File: config.mk
export PLATFORM = sky130hd
export DESIGN_NAME = lsb_stego_embed_top
export DESIGN_NICKNAME = d
export VERILOG_FILES = /design/src/hw/rtl/lsbse_pkg.sv /design/src/hw/rtl/lsbse_ctrl.sv /design/src/hw/rtl/lsbse_lane.sv /design/src/hw/rtl/lsbse_merge.sv /design/src/hw/rtl/lsb_stego_embed_top.sv
export SDC_FILE = /design/constraint.sdc
export NUM_CORES = 2
export LEC_CHECK = 0
export BUFFER_PORTS_ARGS = -buffer_cell sky130_fd_sc_hd__buf_2
export CORE_MARGIN = 10
export CORE_UTILIZATION = 30
export CTS_CLUSTER_DIAMETER = 100
export CTS_CLUSTER_SIZE = 12
export DETAILED_ROUTE_END_ITERATION = 10
export GPL_TIMING_DRIVEN = 0
export PLACE_DENSITY_LB_ADDON = 0.05
export SYNTH_ARGS = -nofsm -noshare
export SYNTH_HDL_FRONTEND = slang
export SYNTH_SLANG_ARGS = --single-unit
File: constraint.sdc
create_clock -name clk -period 8 [get_ports clk]
set_clock_uncertainty 0.15 [all_clocks]
set_input_delay 1.6 -clock clk [delete_from_list [all_inputs] [get_ports clk]]
set_output_delay 1.6 -clock clk [all_outputs]
set_load 0.02 [all_outputs]
File: src/hw/rtl/lsbse_pkg.sv
// shared types, codes and constants of the lsb stego embedder
package lsbse_pkg;

  localparam int MSG_DEPTH_DEF = 256;
  localparam int NUM_LANES     = 3;
  localparam int IN_DATA_W     = 40;
  localparam int OUT_DATA_W    = 40;

  typedef enum logic [1:0] {
    FUNC_START  = 2'd0,
    FUNC_APPEND = 2'd1,
    FUNC_PIXEL  = 2'd2
  } func_t;

  // per-channel embed control
  typedef struct packed {
    logic       en;
    logic       hi;      // bit comes from the following byte
    logic [2:0] bitnum;  // bit inside the byte, msb first
  } lane_ctl_t;

  // pixel and status carried through the read stage
  typedef struct packed {
    logic [7:0] red;
    logic [7:0] green;
    logic [7:0] blue;
    logic [7:0] alpha;
    logic [1:0] used;
    logic       done;
    logic       ovf;
    logic       pix;
  } s1_t;

endpackage

File: src/hw/rtl/lsbse_ctrl.sv
// message store, bit position tracking and lane control for the read stage
module lsbse_ctrl import lsbse_pkg::*; #(
  parameter int MSG_DEPTH = MSG_DEPTH_DEF
) (
  input  logic            clk,
  input  logic            rst_n,
  input  logic            in_valid,
  output logic            in_ready,
  input  logic [1:0]      in_func,
  input  logic [7:0]      msg_byte,
  input  logic [7:0]      red_in,
  input  logic [7:0]      green_in,
  input  logic [7:0]      blue_in,
  input  logic [7:0]      alpha_in,
  input  logic            last_pixel,
  input  logic            s2_ready,
  output logic            s1_valid,
  output s1_t             s1,
  output lane_ctl_t       lane_ctl [NUM_LANES],
  output logic [7:0]      byte0,
  output logic [7:0]      byte1
);

  localparam int LW = $clog2(MSG_DEPTH + 1);
  localparam int AW = (MSG_DEPTH > 1) ? $clog2(MSG_DEPTH) : 1;
  localparam int BW = $clog2((MSG_DEPTH + 1) * 8 + 1);

  logic [LW-1:0] len_r, len_nxt;
  logic [BW-1:0] bp_r, bp_nxt, bp_adv;
  logic [BW-1:0] total, idx0, idx1;
  logic          s1_valid_r;
  logic          in_fire, wr_en, ovf, done, m0, m1, m0_r, m1_r;
  logic [1:0]    used;
  lane_ctl_t     ctl      [NUM_LANES];
  lane_ctl_t     ctl_r    [NUM_LANES];
  s1_t           s1_r;
  func_t         fn;
  logic [7:0]    mem [MSG_DEPTH];
  logic [7:0]    rd0_r, rd1_r;

  assign in_ready = !s1_valid_r || s2_ready;
  assign in_fire  = in_valid && in_ready;
  assign fn       = func_t'(in_func);
  assign total    = (BW'(len_r) + BW'(1)) << 3;
  assign idx0     = bp_r >> 3;
  assign idx1     = idx0 + BW'(1);
  // bytes past the stored message read as the zero terminator
  assign m0       = idx0 < BW'(len_r);
  assign m1       = idx1 < BW'(len_r);

  always_comb begin
    logic [BW:0] pos;
    logic [3:0]  sub;
    used = 2'd0;
    for (int i = 0; i < NUM_LANES; i++) begin
      pos              = {1'b0, bp_r} + (BW+1)'(i);
      sub              = {1'b0, bp_r[2:0]} + 4'(i);
      ctl[i].en        = pos < {1'b0, total};
      ctl[i].hi        = sub[3];
      ctl[i].bitnum    = 3'd7 - sub[2:0];
      used             = used + {1'b0, ctl[i].en};
    end
  end

  always_comb begin
    len_nxt = len_r;
    bp_adv  = bp_r;
    ovf     = 1'b0;
    wr_en   = 1'b0;
    unique case (fn)
      FUNC_START: begin
        len_nxt = '0;
        bp_adv  = '0;
      end
      FUNC_APPEND: begin
        if (len_r < LW'(MSG_DEPTH)) begin
          len_nxt = len_r + LW'(1);
          wr_en   = 1'b1;
        end else begin
          ovf = 1'b1;
        end
      end
      FUNC_PIXEL: begin
        bp_adv = bp_r + BW'(used);
      end
      default: ;
    endcase
    done   = bp_adv >= ((BW'(len_nxt) + BW'(1)) << 3);
    // last pixel rewinds after the flag is taken
    bp_nxt = (fn == FUNC_PIXEL && last_pixel) ? '0 : bp_adv;
  end

  always_ff @(posedge clk) begin
    if (!rst_n) begin
      len_r      <= '0;
      bp_r       <= '0;
      s1_valid_r <= 1'b0;
    end else begin
      if (in_ready) s1_valid_r <= in_fire;
      if (in_fire) begin
        len_r <= len_nxt;
        bp_r  <= bp_nxt;
      end
    end
  end

  always_ff @(posedge clk) begin
    if (in_fire) begin
      s1_r.red   <= red_in;
      s1_r.green <= green_in;
      s1_r.blue  <= blue_in;
      s1_r.alpha <= alpha_in;
      s1_r.used  <= (fn == FUNC_PIXEL) ? used : 2'd0;
      s1_r.done  <= done;
      s1_r.ovf   <= ovf;
      s1_r.pix   <= (fn == FUNC_PIXEL);
      m0_r       <= m0;
      m1_r       <= m1;
      for (int i = 0; i < NUM_LANES; i++) ctl_r[i] <= ctl[i];
    end
  end

  // message store: one write port, two read ports for the byte pair
  always_ff @(posedge clk) begin
    if (in_fire && wr_en) mem[len_r[AW-1:0]] <= msg_byte;
    if (in_fire) begin
      rd0_r <= mem[idx0[AW-1:0]];
      rd1_r <= mem[idx1[AW-1:0]];
    end
  end

  assign s1_valid = s1_valid_r;
  assign s1       = s1_r;
  assign byte0    = m0_r ? rd0_r : 8'd0;
  assign byte1    = m1_r ? rd1_r : 8'd0;

  always_comb begin
    for (int i = 0; i < NUM_LANES; i++) lane_ctl[i] = ctl_r[i];
  end

endmodule

File: src/hw/rtl/lsbse_lane.sv
// one color channel: replaces the lsb with the selected message bit
module lsbse_lane import lsbse_pkg::*; (
  input  logic [7:0] ch_in,
  input  lane_ctl_t  ctl,
  input  logic [7:0] byte0,
  input  logic [7:0] byte1,
  output logic [7:0] ch_out
);

  logic [7:0] src;

  assign src    = ctl.hi ? byte1 : byte0;
  assign ch_out = ctl.en ? {ch_in[7:1], src[ctl.bitnum]} : ch_in;

endmodule

File: src/hw/rtl/lsbse_merge.sv
// gathers the lane results into the output word register
module lsbse_merge import lsbse_pkg::*; (
  input  logic                  clk,
  input  logic                  rst_n,
  input  logic                  s1_valid,
  input  s1_t                   s1,
  input  logic [7:0]            lane_out [NUM_LANES],
  output logic                  s2_ready,
  output logic                  out_tvalid,
  input  logic                  out_tready,
  output logic [OUT_DATA_W-1:0] out_tdata
);

  logic                  out_valid_r;
  logic [OUT_DATA_W-1:0] out_data_r, out_data_nxt;

  assign s2_ready = !out_valid_r || out_tready;

  always_comb begin
    out_data_nxt = '0;
    if (s1.pix) begin
      out_data_nxt[7:0]   = lane_out[0];
      out_data_nxt[15:8]  = lane_out[1];
      out_data_nxt[23:16] = lane_out[2];
      out_data_nxt[31:24] = s1.alpha;
      out_data_nxt[33:32] = s1.used;
    end
    out_data_nxt[34] = s1.done;
    out_data_nxt[35] = s1.ovf;
  end

  always_ff @(posedge clk) begin
    if (!rst_n) begin
      out_valid_r <= 1'b0;
    end else if (s2_ready) begin
      out_valid_r <= s1_valid;
    end
  end

  always_ff @(posedge clk) begin
    if (s2_ready && s1_valid) out_data_r <= out_data_nxt;
  end

  assign out_tvalid = out_valid_r;
  assign out_tdata  = out_data_r;

endmodule

File: src/hw/rtl/lsb_stego_embed_top.sv
// lsb stego embed: an accepted word is registered in the read stage, then in the output word register
// throughput one word per cycle while out_tready does not stall, any mix of start, append and pixel words
// rate set by the two-port message store read and the three embed lanes
// rst_n synchronous active low: empties the message and rewinds the bit position
// store contents are not cleared; bytes beyond the message read as zero
module lsb_stego_embed_top import lsbse_pkg::*; #(
  parameter int MSG_DEPTH = MSG_DEPTH_DEF
) (
  input  logic                  clk,
  input  logic                  rst_n,
  input  logic                  in_tvalid,
  output logic                  in_tready,
  // msg_byte, red_in, green_in, blue_in, alpha_in
  input  logic [IN_DATA_W-1:0]  in_tdata,
  // func
  input  logic [1:0]            in_tuser,
  input  logic                  in_tlast,
  output logic                  out_tvalid,
  input  logic                  out_tready,
  // red_out, green_out, blue_out, alpha_out, bits_used, message_done, store_overflow
  output logic [OUT_DATA_W-1:0] out_tdata
);

  logic       s1_valid, s2_ready;
  s1_t        s1;
  lane_ctl_t  lane_ctl [NUM_LANES];
  logic [7:0] byte0, byte1;
  logic [7:0] lane_in  [NUM_LANES];
  logic [7:0] lane_out [NUM_LANES];

  lsbse_ctrl #(.MSG_DEPTH(MSG_DEPTH)) u_ctrl (
    .clk        (clk),
    .rst_n      (rst_n),
    .in_valid   (in_tvalid),
    .in_ready   (in_tready),
    .in_func    (in_tuser),
    .msg_byte   (in_tdata[7:0]),
    .red_in     (in_tdata[15:8]),
    .green_in   (in_tdata[23:16]),
    .blue_in    (in_tdata[31:24]),
    .alpha_in   (in_tdata[39:32]),
    .last_pixel (in_tlast),
    .s2_ready   (s2_ready),
    .s1_valid   (s1_valid),
    .s1         (s1),
    .lane_ctl   (lane_ctl),
    .byte0      (byte0),
    .byte1      (byte1)
  );

  assign lane_in[0] = s1.red;
  assign lane_in[1] = s1.green;
  assign lane_in[2] = s1.blue;

  for (genvar g = 0; g < NUM_LANES; g++) begin : g_lane
    lsbse_lane u_lane (
      .ch_in  (lane_in[g]),
      .ctl    (lane_ctl[g]),
      .byte0  (byte0),
      .byte1  (byte1),
      .ch_out (lane_out[g])
    );
  end

  lsbse_merge u_merge (
    .clk        (clk),
    .rst_n      (rst_n),
    .s1_valid   (s1_valid),
    .s1         (s1),
    .lane_out   (lane_out),
    .s2_ready   (s2_ready),
    .out_tvalid (out_tvalid),
    .out_tready (out_tready),
    .out_tdata  (out_tdata)
  );

endmodule

==> metrics.txt <==
status finished with violations; failing checks capacitance limit, slew limit; switching part of the total 22.3%; clock latency of the later-clocked register in the worst-skew pair 0.92 ns; async set or reset register ratio after synthesis 0%; buffers inserted during post-CTS setup optimization 0; Netlist cell types 60; Critical Path Source Type flop; fmax 0.128 GHz; Congestion Overflow GR 0; number of inserted filler cells in the final layout 31600; unrepaired setup endpoints after global routing no; Die Y-Extent 603 um; depth of the most critical reg-to-reg path 22; total of endpoints with negative setup slack in the final report 0; maximum number of pins on one net before global-route repair 134; arrival time at the worst endpoint 8.32 ns; buffer type at the clock tree root sky130_fd_sc_hd__clkbuf_16; number of design rule violations left after detail routing 0; leading cell type in the layout, fill and taps excluded sky130_fd_sc_hd__edfxtp_1; synthesis-stage register bit count 2175; Worst setup EP type flop; TritonCTS clock tree yes; width of the chip 603 um; post-layout instance area 115000 um2; launch point of the worst reg-to-reg path u_ctrl.bp_r[5]; Via Count 60100; Post-Synthesis Cell Area 102000 um2; Yosys top cell area share 63.4%; worst path setup slack after routing 0.209 ns; iteration-0 DRC count of the detailed router 8752; Max IR drop VDD 0.164 mV; global-route wire length before repair 649000 um; Via density 6.12; number of enable flip-flop cells after synthesis 2152; internal power of the cells 17.4 mW; sequential fraction of the synthesis area 63.9%; number of maximum-capacitance constraint violations 7; placer's final routability congestion estimate 0.978; hold buffers post-CTS 0; actual transition at the worst max-transition pin 1.58 ns; Routed Wire Length 511000 um; Power Total 22.4 mW; CTS clk-pin slew, worst paths 0.07 ns; layout overhead on the synthesized area 13.3%; H-tree levels 4; reg-to-reg endpoint u_ctrl.s1[2]; count of port buffers added during placement 84; post-layout utilization of the core 34.2%; worst hold endpoint u_merge.out_tdata[35]; required time reported for the critical path endpoint 8.53 ns; reg-to-reg slack, setup 0.21 ns; Post-Place Setup Slack -1.21 ns; top area cells in the synthesized netlist sky130_fd_sc_hd__edfxtp_1 63%, sky130_fd_sc_hd__mux4_2 28%, sky130_fd_sc_hd__nor2_1 1.1%, sky130_fd_sc_hd__ha_1 0.75%, sky130_fd_sc_hd__buf_2 0.73%; relative slew slack -5.17%; maximum fanout along the worst path 10; CTS sink cnt 2175; leading area contributor after synthesis sky130_fd_sc_hd__edfxtp_1; boundary pin count 89; period utilisation layout 97.4%; Setup CP Type reg -> reg; post-DP HPWL 361000 um; antenna violation net count after detailed routing 0; Hold Path Origin u_ctrl.s1[1]; Leak Pwr 33.9 nW; initial standard-cell utilization of the core 30.2%; maximum count of clock buffers along a single path 4; cell depth of the worst hold path 0; Die Area 363000 um2; wire length per cell after detailed routing 52.0 um; total net switching power 4.98 mW; all-layer global routing usage 27.4%; mean area per synthesized cell 20.9 um2; post-place instance area 110000 um2; fin crit period 7.79 ns; number of global-route vias before repair 58700; clock buffers created by TritonCTS 205; Max Slew Vio Count 68; count of warnings emitted by yosys 0; number of standard cells after synthesis 4881; clock group share of total power 41.4%; core area 337000 um2; Final Hold Vio Count 0; row count 213; count of nets after finishing 5358; proportion of layout cells with a drive suffix above 1 37.0%; initial antenna violation count 45; multi-input gate area in the final layout 34800 um2; commonest cells after routing, fill and taps aside 2152 x sky130_fd_sc_hd__edfxtp_1, 1267 x sky130_fd_sc_hd__mux4_2, 307 x sky130_fd_sc_hd__nor2_1; main flop type after synthesis sky130_fd_sc_hd__edfxtp_1; hold slack 0.285 ns; Power per Cell Area 194 nW/um2; Combinational Power Share 2.4%; Reg area 65100 um2; fraction of power consumed by sequential logic 56.2%; Tightest Hold Check Type reg -> reg; Initial DRT Pass Iterations 6
==> what timing repair did <==
action	4_1_cts	5_1_grt
resized for setup	9	11
endpoints found under the setup margin	9	1
endpoints found under the hold margin	0	0
==> layer usage <==
metal	vias up	global-route usage, %	wire [um]
li1	21900	-	-
met1	33900	36.5	207000
met2	3537	42.1	230000
met3	773	7.34	45200
met4	14	12.2	28000
met5	-	0	103
==> final cells by class <==
type | count | share of cell area (%)
Clock buffer | 242 | 4.62
Sequential cell | 2175 | 56.4
Inverter | 34 | 0.111
Tap cell | 4515 | 4.90
Buffer | 375 | 1.79
Clock inverter | 12 | 0.147
Timing Repair Buffer | 162 | 1.86
Multi-Input combinational cell | 2295 | 30.1
Antenna cell | 13 | 0.0282
==> through the flow <==
step	std cells	setup TNS, ns
global placement	9483	-12.32
floorplan	4884	0
finish	9823	0
detailed placement	9558	-3.36
global route	9811	0
CTS	9810	0
==> Yosys cell counts, drive strengths merged, types with 27 or more instances <==
master  number
nor2b       27
o21ai       37
nand2      121
a22o        28
and2        39
xnor2       32
a21oi       38
nor2       312
edfxtp    2152
mux4      1267
buf        253
nand3       35
a22oi       89
ha          61
clkbuf     127
inv         34
==> flip-flops by register name, summed over array words and instances (netlist names) <==
name / cells
u_ctrl.s1: 37
u_merge.out_tvalid: 1
u_ctrl.m1_r: 1
u_ctrl.ctl_r: 13
u_ctrl.m0_r: 1
u_ctrl.mem: 2048
u_ctrl.rd1_r: 8
u_ctrl.len_r: 9
u_merge.out_tdata: 36
u_ctrl.s1_valid: 1
u_ctrl.bp_r: 12
u_ctrl.rd0_r: 8
==> worst max-delay path by stage <==
stage | startpoint | slack [ns] | depth (start not counted) | end
2_1_floorplan | u_ctrl.bp_r[3] | 1.95 | 28 | u_ctrl.s1[2]
3_3_place_gp | u_ctrl.bp_r[6] | -1.64 | 22 | u_ctrl.s1[2]
3_5_place_dp | u_ctrl.bp_r[4] | -1.21 | 26 | u_ctrl.s1[2]
4_1_cts | u_ctrl.bp_r[4] | 0.11 | 25 | u_ctrl.s1[2]
5_1_grt | u_ctrl.bp_r[3] | 0.05 | 27 | u_ctrl.s1[2]
6_report | u_ctrl.bp_r[5] | 0.21 | 22 | u_ctrl.s1[2]
==> critical path, stage by stage, from the launching register on <==
cell	delay, ns
sky130_fd_sc_hd__dfxtp_1	0.39
sky130_fd_sc_hd__buf_2	0.54
sky130_fd_sc_hd__and2_1	1.02
sky130_fd_sc_hd__nand2_1	0.54
sky130_fd_sc_hd__nor2_1	0.46
sky130_fd_sc_hd__nand2_1	0.12
sky130_fd_sc_hd__xnor2_1	0.15
sky130_fd_sc_hd__ha_1	0.30
sky130_fd_sc_hd__nor2b_1	0.13
sky130_fd_sc_hd__a311oi_1	0.29
sky130_fd_sc_hd__o21ai_0	0.21
sky130_fd_sc_hd__fa_1	0.53
sky130_fd_sc_hd__inv_1	0.08
sky130_fd_sc_hd__ha_1	0.17
sky130_fd_sc_hd__inv_1	0.07
sky130_fd_sc_hd__fa_1	0.46
sky130_fd_sc_hd__or3_1	0.43
sky130_fd_sc_hd__or3_1	0.34
sky130_fd_sc_hd__a21oi_1	0.33
sky130_fd_sc_hd__ha_1	0.30
sky130_fd_sc_hd__a211oi_1	0.20
sky130_fd_sc_hd__o21ai_0	0.13
sky130_fd_sc_hd__a21o_1	0.19
==> power groups by stage <==
stage / logic (mW) / registers, mW / clock network [mW]
CTS: 0.521 / 12.6 / 9.41
global route: 0.551 / 12.6 / 9.79
finish: 0.528 / 12.6 / 9.26
detailed placement: 0.523 / 12.8 / 0
global placement: 0.463 / 12.9 / 0
floorplan: 0.126 / 12.8 / 0
==> cell families after synthesis <==
kind of cell / after synthesis / share of synthesized area (%)
muxes: 1286 / 28.2
AOI/OAI and AO/OA: 308 / 2.18
and+or+nand+nor: 588 / 2.49
adders and majority gates: 63 / 0.789
xor gates and xnor gates: 46 / 0.396
buffers and inverters: 414 / 2.04
DFF: 2175 / 63.9
other: 1 / 0.00368
No activity file was read; power rests on OpenSTA's default activity.
